--- config.mk ---
export PLATFORM = sky130hd
export DESIGN_NAME = lru_page_replacement
export DESIGN_NICKNAME = d
export VERILOG_FILES = /design/src/sv/lpr_pkg.sv /design/src/sv/lpr_cell.sv /design/src/sv/lru_page_replacement.sv
export SDC_FILE = /design/constraint.sdc
export NUM_CORES = 2
export LEC_CHECK = 0
export BUFFER_PORTS_ARGS = -buffer_cell sky130_fd_sc_hd__buf_2
export CORE_ASPECT_RATIO = 0.7
export CORE_MARGIN = 5
export CORE_UTILIZATION = 65
export CTS_BUF_LIST = sky130_fd_sc_hd__clkbuf_8
export DETAILED_ROUTE_END_ITERATION = 8
export PLACE_DENSITY = 0.91
export SLEW_MARGIN = 20
export SYNTH_ARGS = -nofsm -noshare
export SYNTH_HDL_FRONTEND = slang
export SYNTH_HIERARCHICAL = 1
export SYNTH_SLANG_ARGS = --single-unit
export TNS_END_PERCENT = 30
--- constraint.sdc ---
create_clock -name clk_i -period 6.9 [get_ports clk_i]
set_input_delay 0.69 -clock clk_i [delete_from_list [all_inputs] [get_ports clk_i]]
set_output_delay 0.69 -clock clk_i [all_outputs]
set_load 0.05 [all_outputs]
--- src/sv/lpr_pkg.sv ---
// ----------------------------------------------------------------------------
// LRU page replacement package
// Widths, register codes and the word formats passed along the frame chain.
// ----------------------------------------------------------------------------
package lpr_pkg;

  // default frame count and supported maximum
  localparam int LPR_FRAMES     = 16;
  localparam int LPR_MAX_FRAMES = 64;

  // field widths
  localparam int LPR_PAGE_W  = 20;
  localparam int LPR_CFG_W   = 5;
  localparam int LPR_FIDX_W  = 4;
  localparam int LPR_FAULT_W = 32;
  localparam int LPR_APB_W   = 32;
  localparam int LPR_ADDR_W  = 3;

  // frame position / rank width in chain words, sized for the maximum
  localparam int LPR_POS_W = $clog2(LPR_MAX_FRAMES);

  // register map: index bit of paddr
  localparam logic LPR_REG_FRAMES_IN_USE = 1'b0;

  // frames_in_use after reset
  localparam logic [LPR_CFG_W-1:0] LPR_FIU_RESET = 5'd16;

  // search word carried from frame to frame
  typedef struct packed {
    logic                  hit;
    logic [LPR_POS_W-1:0]  hit_pos;
    logic [LPR_POS_W-1:0]  hit_rank;
    logic                  empty;
    logic [LPR_POS_W-1:0]  empty_pos;
    logic [LPR_POS_W-1:0]  max_pos;
    logic [LPR_POS_W-1:0]  max_rank;
    logic [LPR_PAGE_W-1:0] max_page;
  } lpr_scan_t;

  // update command broadcast to every frame at the end of a lookup
  typedef struct packed {
    logic                 en;
    logic                 clr;
    logic                 write;
    logic                 age_all;
    logic [LPR_POS_W-1:0] slot;
    logic [LPR_POS_W-1:0] old_rank;
  } lpr_upd_t;

endpackage

--- src/sv/lpr_cell.sv ---
// ----------------------------------------------------------------------------
// LRU frame cell
// Holds one page frame (page, valid, age) and folds its contribution into
// the search word coming from the left neighbor, registered to the right.
// ----------------------------------------------------------------------------
module lpr_cell #(
  parameter int POS    = 0,
  parameter int RANK_W = 4
) (
  input  logic                          clk_i,
  input  logic                          rst_ni,
  input  logic [lpr_pkg::LPR_PAGE_W-1:0] key_i,
  input  lpr_pkg::lpr_upd_t             upd_i,
  input  lpr_pkg::lpr_scan_t            scan_i,
  output lpr_pkg::lpr_scan_t            scan_o
);
  import lpr_pkg::*;

  localparam logic [LPR_POS_W-1:0] MY_POS = LPR_POS_W'(POS);

  logic [LPR_PAGE_W-1:0] page_q;
  logic                  valid_q;
  logic [RANK_W-1:0]     rank_q;
  logic [LPR_POS_W-1:0]  rank_ext;
  logic                  match;
  lpr_scan_t             scan_d;
  lpr_scan_t             scan_q;

  assign rank_ext = LPR_POS_W'(rank_q);
  assign match    = valid_q && (page_q == key_i);

  // fold this frame into the search word: first hit, first empty, oldest
  always_comb begin
    scan_d = scan_i;
    if (!scan_i.hit && match) begin
      scan_d.hit      = 1'b1;
      scan_d.hit_pos  = MY_POS;
      scan_d.hit_rank = rank_ext;
    end
    if (!scan_i.empty && !valid_q) begin
      scan_d.empty     = 1'b1;
      scan_d.empty_pos = MY_POS;
    end
    if ((POS == 0) || (rank_ext > scan_i.max_rank)) begin
      scan_d.max_pos  = MY_POS;
      scan_d.max_rank = rank_ext;
      scan_d.max_page = page_q;
    end
  end

  // hand the word to the next frame
  always_ff @(posedge clk_i) begin
    scan_q <= scan_d;
  end

  assign scan_o = scan_q;

  // frame state: clear, take the page, or age
  always_ff @(posedge clk_i or negedge rst_ni) begin
    if (!rst_ni) begin
      valid_q <= 1'b0;
      rank_q  <= '0;
    end else if (upd_i.en) begin
      if (upd_i.clr) begin
        valid_q <= 1'b0;
        rank_q  <= '0;
      end else if (upd_i.slot == MY_POS) begin
        rank_q <= '0;
        if (upd_i.write) begin
          valid_q <= 1'b1;
        end
      end else if (valid_q && (upd_i.age_all || (rank_ext < upd_i.old_rank))) begin
        rank_q <= rank_q + 1'b1;
      end
    end
  end

  // page contents, no reset
  always_ff @(posedge clk_i) begin
    if (upd_i.en && !upd_i.clr && upd_i.write && (upd_i.slot == MY_POS)) begin
      page_q <= key_i;
    end
  end

endmodule

--- src/sv/lru_page_replacement.sv ---
// ----------------------------------------------------------------------------
// LRU page replacement, fully associative
// Looks each page reference up in a chain of frame cells, then hits, fills
// the lowest empty frame or evicts the least recently used one.
// ----------------------------------------------------------------------------
// channel   direction  handshake                       payload
// request   in         start & !busy                   page_number_i, last_reference_i
// result    out        done_o (one cycle, no stall)    page_fault_o .. sequence_end_o
// config    in         psel & penable & pwrite (APB)   paddr, pwdata / prdata
//
// A reference walks the search word one frame per cycle down the cell chain
// over the n taking-part frames, n being the clamped frames_in_use; the edge
// that ends the walk applies the update and loads the result register, and
// done_o shows in the following cycle. busy is low in that cycle, so a new
// word may be taken at its end. Reset empties every frame and clears the fault
// count. The receiver cannot stall results.
// ----------------------------------------------------------------------------
module lru_page_replacement #(
  parameter int FRAMES = lpr_pkg::LPR_FRAMES
) (
  input  logic                            clk_i,
  input  logic                            rst_ni,
  // request
  input  logic                            start,
  output logic                            busy,
  input  logic [lpr_pkg::LPR_PAGE_W-1:0]  page_number_i,
  input  logic                            last_reference_i,
  // result
  output logic                            done_o,
  output logic                            page_fault_o,
  output logic [lpr_pkg::LPR_FIDX_W-1:0]  frame_index_o,
  output logic                            evicted_valid_o,
  output logic [lpr_pkg::LPR_PAGE_W-1:0]  evicted_page_o,
  output logic [lpr_pkg::LPR_FAULT_W-1:0] fault_total_o,
  output logic                            sequence_end_o,
  // configuration
  input  logic                            psel,
  input  logic                            penable,
  input  logic                            pwrite,
  input  logic [lpr_pkg::LPR_ADDR_W-1:0]  paddr,
  input  logic [lpr_pkg::LPR_APB_W-1:0]   pwdata,
  output logic [lpr_pkg::LPR_APB_W-1:0]   prdata,
  output logic                            pready
);
  import lpr_pkg::*;

  localparam int IDX_W  = (FRAMES > 1) ? $clog2(FRAMES) : 1;
  localparam int RANK_W = IDX_W;
  localparam int CNT_W  = $clog2(FRAMES + 1);

  typedef enum logic {
    ST_IDLE,
    ST_SCAN
  } state_e;

  state_e                 state_q;
  logic [LPR_CFG_W-1:0]   fiu_q;
  logic [CNT_W-1:0]       n_act;
  logic [CNT_W-1:0]       n_q;
  logic [CNT_W-1:0]       cnt_q;
  logic [LPR_PAGE_W-1:0]  key_q;
  logic                   last_q;
  logic [LPR_FAULT_W-1:0] faults_q;
  logic [LPR_FAULT_W-1:0] faults_nx;
  logic                   accept;
  logic                   scan_done;

  lpr_scan_t              chain [FRAMES+1];
  lpr_scan_t              fin;
  lpr_upd_t               upd;

  // decision fields
  logic                   fault;
  logic                   evict;
  logic [LPR_POS_W-1:0]   slot;

  // registered result word
  logic                   done_q;
  logic                   fault_q;
  logic [LPR_FIDX_W-1:0]  fidx_q;
  logic                   evv_q;
  logic [LPR_PAGE_W-1:0]  evp_q;
  logic                   send_q;

  // APB register, always ready
  assign pready = 1'b1;
  assign prdata = (paddr[2] == LPR_REG_FRAMES_IN_USE) ? LPR_APB_W'(fiu_q) : '0;

  always_ff @(posedge clk_i or negedge rst_ni) begin
    if (!rst_ni) begin
      fiu_q <= LPR_FIU_RESET;
    end else if (psel && penable && pwrite && (paddr[2] == LPR_REG_FRAMES_IN_USE)) begin
      fiu_q <= pwdata[LPR_CFG_W-1:0];
    end
  end

  // clamp frames_in_use to 1..FRAMES
  always_comb begin
    priority if (fiu_q == '0) begin
      n_act = CNT_W'(1);
    end else if (int'(fiu_q) > FRAMES) begin
      n_act = CNT_W'(FRAMES);
    end else begin
      n_act = CNT_W'(fiu_q);
    end
  end

  // chain head: nothing found yet
  assign chain[0] = '0;

  for (genvar g = 0; g < FRAMES; g++) begin : g_cell
    lpr_cell #(
      .POS    (g),
      .RANK_W (RANK_W)
    ) u_cell (
      .clk_i  (clk_i),
      .rst_ni (rst_ni),
      .key_i  (key_q),
      .upd_i  (upd),
      .scan_i (chain[g]),
      .scan_o (chain[g+1])
    );
  end

  // word after the last taking-part frame
  assign fin       = chain[n_q];
  assign accept    = start && (state_q == ST_IDLE);
  assign scan_done = (state_q == ST_SCAN) && (cnt_q == n_q);
  assign busy      = (state_q == ST_SCAN);

  // hit, fill the first empty frame, or evict the oldest
  always_comb begin
    upd         = '0;
    upd.en      = scan_done;
    upd.clr     = last_q;
    fault       = 1'b1;
    evict       = 1'b0;
    priority if (fin.hit) begin
      fault        = 1'b0;
      slot         = fin.hit_pos;
      upd.old_rank = fin.hit_rank;
    end else if (fin.empty) begin
      slot        = fin.empty_pos;
      upd.write   = 1'b1;
      upd.age_all = 1'b1;
    end else begin
      evict        = 1'b1;
      slot         = fin.max_pos;
      upd.write    = 1'b1;
      upd.old_rank = fin.max_rank;
    end
    upd.slot = slot;
  end

  // saturating fault count
  assign faults_nx = (fault && (faults_q != '1)) ? faults_q + 1'b1 : faults_q;

  // sequencer and result register
  always_ff @(posedge clk_i or negedge rst_ni) begin
    if (!rst_ni) begin
      state_q  <= ST_IDLE;
      n_q      <= '0;
      cnt_q    <= '0;
      key_q    <= '0;
      last_q   <= 1'b0;
      faults_q <= '0;
      done_q   <= 1'b0;
      fault_q  <= 1'b0;
      fidx_q   <= '0;
      evv_q    <= 1'b0;
      evp_q    <= '0;
      send_q   <= 1'b0;
    end else begin
      done_q <= 1'b0;
      unique case (state_q)
        ST_IDLE: begin
          if (accept) begin
            state_q <= ST_SCAN;
            n_q     <= n_act;
            cnt_q   <= '0;
            key_q   <= page_number_i;
            last_q  <= last_reference_i;
          end
        end
        ST_SCAN: begin
          if (scan_done) begin
            state_q  <= ST_IDLE;
            done_q   <= 1'b1;
            fault_q  <= fault;
            fidx_q   <= LPR_FIDX_W'(slot);
            evv_q    <= evict;
            evp_q    <= evict ? fin.max_page : '0;
            send_q   <= last_q;
            faults_q <= last_q ? '0 : faults_nx;
          end else begin
            cnt_q <= cnt_q + 1'b1;
          end
        end
        default: state_q <= ST_IDLE;
      endcase
    end
  end

  // the reported total is the count including this reference
  logic [LPR_FAULT_W-1:0] total_q;
  always_ff @(posedge clk_i) begin
    if (scan_done) begin
      total_q <= faults_nx;
    end
  end

  assign done_o          = done_q;
  assign page_fault_o    = fault_q;
  assign frame_index_o   = fidx_q;
  assign evicted_valid_o = evv_q;
  assign evicted_page_o  = evp_q;
  assign fault_total_o   = total_q;
  assign sequence_end_o  = send_q;

endmodule

# After elaboration in Yosys (flattened, before gate mapping)
# Cells that the tools add are included.
# op_classes
magnitude_cmp	33
reduce_logical	218
bitwise	3
addsub	18
eq_ne	35
n_mux	139
# ops
cell	count
$mux W24	14
$eq A20 B20 Y1	16
$bmux W52 S5	1
$mux W4	63
$mux W52	2
$lt A4 B6 Y1	16
$logic_and A1 B1 Y1	86
$add A4 B1 Y4 const B	16
$mux W32	2
$gt A4 B4 Y1	15
$eq A6 B4 Y1 const B	8
$reduce_and A3 Y1	16
$reduce_bool A3 Y1	16
$logic_not A1 Y1	46
$mux W1	41
$reduce_and A2 Y1	19
$reduce_bool A2 Y1	17
$add A32 B1 Y32 const B	1
$ne A32 B32 Y1 const B	1
$mux W27	1
$mux W5	5
$eq A6 B3 Y1 const B	4
$mux W6	4
$mux W20	1
17 further kinds	35
# word_totals
wordCells	651
output_inout_bits	94
regBits	1282
inputBits	62

# Depth between registers and ports, before layout
# logic_depth
depth_word	12
depth_mapped	18
depth_no_buf	13

# By module
# Netlist, hierarchy kept.
# by_module_without_submodules
module	n_inst	seq_area_each_um2	cells_each	area_each_um2
lru_page_replacement	1	3389.5	1181	12851.1
lpr_cell (g_cell[11].u_cell ...)	4	1766.7	211	2951.6
lpr_cell (g_cell[10].u_cell ...)	4	1766.7	211	2890.3
lpr_cell (g_cell[1].u_cell ...)	4	1766.7	211	2867.8
lpr_cell (g_cell[12].u_cell ...)	2	1766.7	210	2869.0
lpr_cell (g_cell[15].u_cell)	1	1766.7	213	2891.5
lpr_cell (g_cell[0].u_cell)	1	1606.5	167	2349.8

# Least setup slack after synthesis
# No wires, ideal clock.
# synth_timing
kind	register -> register
start	register n_q[3]
end	register g_cell[12].u_cell.page_q[0] (enable)
setup_slack_ps	1149
stages_incl_launch_ff	11
t_arrival_ps	5328
t_required_ps	6478
period_less_slack_ps	5751
setup_time_ps	422
path_buffers	3
path_cell_list	dfrtp_1 -> clkbuf_1 -> buf_2 -> xnor2_1 -> nand3_1 -> nor3_1 -> nand2_1 -> clkbuf_1 -> inv_1 -> nand2_1 -> nor3_1
# synth_via
elab_cells_between_ends	13
classes_between	eq/ne (2); mux (6); bitwise (1); reduce/logical (4)
# synth_rtl
element	line_no	source
start, declared	lru_page_replacement.sv:59	logic [CNT_W-1:0] n_q;
start signal, assigned	lru_page_replacement.sv:179	n_q <= n_act;
$eq A5 B5 Y1	lru_page_replacement.sv:128	assign scan_done = (state_q == ST_SCAN) && (cnt_q == n_q);
$logic_and A1 B1 Y1	lru_page_replacement.sv:128	
net scan_done	lru_page_replacement.sv:66	logic scan_done;
$logic_and A1 B1 Y1 (3 in series)	lpr_cell.sv:80	if (upd_i.en && !upd_i.clr && upd_i.write && (upd_i.slot == MY_POS)) begin
end signal, assigned	lpr_cell.sv:81	page_q <= key_i;
end, declared	lpr_cell.sv:21	logic [LPR_PAGE_W-1:0] page_q;
# The timed path passes the listed nets, and every way through them passes these cells. The select of a mux whose other input is x is not followed.
# A chain may end at the register's enable or synchronous reset.

# Final worst setup path
# layout_timing
start	register n_q[2]
end	register g_cell[1].u_cell.page_q[8] (enable)
# layout_via
elab_chain_len	8
elab_cells_between_ends	13
classes_between	eq/ne (2); mux (6); bitwise (1); reduce/logical (4)
# layout_lines
element	line_no	source
$not A5 Y6 (not written as such) *	lru_page_replacement.sv:126	assign fin = chain[n_q];
$bmux W52 S5 *	lru_page_replacement.sv:126	
$mux W52 (not written as such) * (2 in series)	lru_page_replacement.sv:126	
$mux W6	lru_page_replacement.sv:142	end else if (fin.empty) begin
$mux W6 *	lru_page_replacement.sv:138	priority if (fin.hit) begin
net slot[1]	lru_page_replacement.sv:75	logic [LPR_POS_W-1:0] slot;
$eq A6 B1 Y1 *	lpr_cell.sv:80	
$logic_and A1 B1 Y1 *	lpr_cell.sv:80	
end signal, assigned	lpr_cell.sv:81	
end, declared	lpr_cell.sv:21	
# Mark *: on every way through the listed nets, which the timed path passes. The rest lies on a longest branch. The select of a mux whose other input is x is not followed.

==> results_dict.tcl <==
set metrics [dict create \
    synthTopCellsByCount "dfxtp_1 (824), mux2_2 (358), edfxtp_1 (352), xor2_1 (200), dfrtp_1 (176)" \
    required_ns 7.43 \
    die_w_um 369.1 \
    period_share_pct 86.42 \
    peakVddDrop_mv 0.6800 \
    dieArea_mm2 0.09646 \
    hold_violations 0 \
    rows 92 \
    vias 40042 \
    area_delta_synth_final_pct 9.544 \
    worstPathArrival_ns 6.50 \
    final_antenna_net_count 0 \
    clock_sinks 1353 \
    grt_pass1_wl_um 250600 \
    grt_pass1_vias 40986 \
    clk_path_buf_depth 3 \
    die_h_um 261.4 \
    synth_xor_area_share_pct 5.344 \
    fin_nets 4919 \
    min_from "start" \
    synthTopCellsByArea "dfxtp_1 (28%), edfxtp_1 (18%), dfrtp_1 (7.5%), mux2_2 (6.9%), mux4_2 (6.4%)" \
    io_pins 156 \
    io_buffers 98 \
    grt_max_degree 102 \
    rsz0062_at_grt "no" \
    fin_worst_skew_ns 0.08660 \
    clk_pin_slew_worst_paths_ns 0.07 \
    cts_tree "built" \
    synth_cell_types 92 \
    cts_setup_buffers 0 \
    synth.yosys.warnings 6 \
    synth-seq-area-share_pct 53.69 \
    avgSynthCellArea_um2 13.00 \
    synth_top_family_by_area "multiplexers" \
    end_kind "flip-flop" \
    firstDrtPassIters 6 \
    root_buffer "clkbuf_8" \
    setup_viol 0 \
    power_density_mw_per_mm2 479.3 \
    leakagePower_nw 25.79 \
    synth_top_area_share_pct 28.12 \
    gp_congestion 0.9297 \
    startpoint "n_q[2]" \
    worst_skew_pair.late_latency_ns 0.94 \
    syn_area_mm2 0.05867 \
    max_freq_mhz 167.7 \
    synth.area.mux_share_pct 17.20 \
    status "complete, no violations" \
    drive_gt1_share_pct 25.56 \
    maxSlewHeadroom_pct 12.84 \
    rr_startpoint "n_q[2]" \
    synth_area_leader_cell "dfxtp_1" \
    drt-total-wl_um 165300 \
    synth_edf_count 352 \
    viasPerCell 6.590 \
    instances_no_fill 6076 \
    period_needed_ns 5.963 \
    drv_slew 0 \
    crit_path_start_kind "flip-flop" \
    track_usage_pct 34.00 \
    async_flop_share_pct 13.08 \
    setup_tns_ns 0 \
    antenna_found_initial 8 \
    synth-simple-area-share_pct 10.20 \
    synth_cells 4513 \
    synth-adder-area-share_pct 2.687 \
    numCtsBuffers 187 \
    routedWlPerCell_um 27.20 \
    dp.cells 5688 \
    synthFlopType "dfxtp_1" \
    initialDrtViolationCount 5945 \
    tightest_slew_ns 1.304 \
    start_util_pct 65.34 \
    drc_errors 0 \
    drv_cap 0 \
    core_mm2 0.08979 \
    grt_remaining_overflow 0 \
    ys_ff_latch 1353 \
    setup.worst_path.class "flip-flop to flip-flop" \
    min_path_type "input pin to flip-flop" \
    hpwl_um 107100 \
    ctsHtreeMaxLevel 4 \
    synth_compound_area_share_pct 7.260 \
    yosys.cell_count.top_type "dfxtp_1" \
    crit_fanout 26 \
]
final cells by class:
cell class / count / area, um^2
antenna: 7 / 17.52
clock buffer: 219 / 3014
clock inverter: 133 / 742.0
fill: 5287 / 25520
inverter: 164 / 619.3
multi-input combinational: 2801 / 25340
sequential: 1353 / 31510
tap: 1175 / 1470
timing repair buffer: 224 / 1553
power breakdown:
group | total (mW) | switching, mW | internal [mW]
clock | 6.28 | 3.24 | 3.04
sequential | 11.5 | 1.52 | 10.0
combinational | 13.0 | 7.89 | 5.08
total | 30.8 | 12.6 | 18.2
logic make-up after synthesis:
family	Yosys count
DFF	1353
and+or+nand+nor	1020
muxes	699
AOI/OAI and AO/OA	540
buffers and inverters	414
xor gates and xnor gates	358
adders and majority gates	126
other	3
worst paths after layout:
path | depth (start not counted) | slack (ns) | endpoint
worst min register to register | 0 | 0.39 | g_cell[0].u_cell/scan_o[8]
worst max-delay path | 12 | 0.94 | g_cell[1].u_cell/page_q[8]
worst max register to register | 12 | 0.94 | g_cell[1].u_cell/page_q[8]
min in group asynchronous | 2 | 0.43 | evicted_page_o[8]
worst min-delay path | 4 | 0.36 | busy
max in group asynchronous | 3 | 4.98 | last_q
stage by stage:
step	hold WS (ns)	power [mW]	worst slack (ns)	cell area, um^2	util [%]
final	0.3574	30.80	0.9374	64270	71.58
after global routing	0.3506	31.80	0.9668	64250	71.56
after CTS	0.2915	30.16	1.296	64220	71.52
after detailed placement	0.3791	23.66	1.408	60190	67.04
after global placement	0.3717	23.07	1.591	60190	67.04
after floorplan	0.3674	19.72	1.149	58880	-
critical path, cell delays in order, from the launching register on:
cell,delay [ns]
dfrtp_2,0.87
nand2b_1,0.52
nor2_1,0.76
a22oi_4,0.17
o311ai_4,0.25
mux2_4,0.35
a221o_1,0.47
mux2_2,0.57
or4b_4,0.61
nor3_1,0.29
nand3_1,0.17
nor2_2,0.15
buf_4,0.33
registers in the layout, indices dropped and copies added (netlist names):
name / count
done_o: 1
sequence_end_o: 1
last_q: 1
key_q: 20
g_cell.u_cell/valid_q: 16
g_cell.u_cell/rank_q: 64
page_fault_o: 1
fault_total_o: 32
faults_q: 32
cnt_q: 5
busy: 1
g_cell.u_cell/scan_o: 824
g_cell.u_cell/page_q: 320
evicted_valid_o: 1
evicted_page_o: 20
n_q: 5
fiu_q: 5
frame_index_o: 4
cell usage in the layout (no fill, tap or decap), drive strengths merged, types with 74 or more instances in the layout:
| cell | netlist | routed |
|---|---|---|
| a21oi | 106 | 106 |
| and2 | 111 | 111 |
| buf | 168 | 196 |
| clkbuf | 82 | 220 |
| dfrtp | 176 | 176 |
| dfxtp | 824 | 824 |
| edfxtp | 352 | 352 |
| ha | 126 | 126 |
| inv | 163 | 267 |
| mux2 | 499 | 499 |
| mux4 | 167 | 167 |
| nand2 | 174 | 174 |
| nand2b | 86 | 86 |
| nor2 | 96 | 96 |
| nor2b | 157 | 157 |
| or2 | 74 | 74 |
| xnor2 | 158 | 158 |
| xor2 | 200 | 200 |
what timing repair did:
item | 4_1_cts | 5_1_grt
hold buffers | 27 | 0
gates resized for setup | 0 | 0
hold endpoints to repair | 88 | 0
metal layers:
layer / routed length (um) / track usage, % / vias up
li1: - / - / 16829
met1: 63320 / 45.78 / 19732
met2: 71520 / 50.33 / 2947
met3: 23980 / 12.92 / 530
met4: 6435 / 13.26 / 4
met5: 25 / 0 / -
Note: power is estimated with default switching activity, not from simulation.
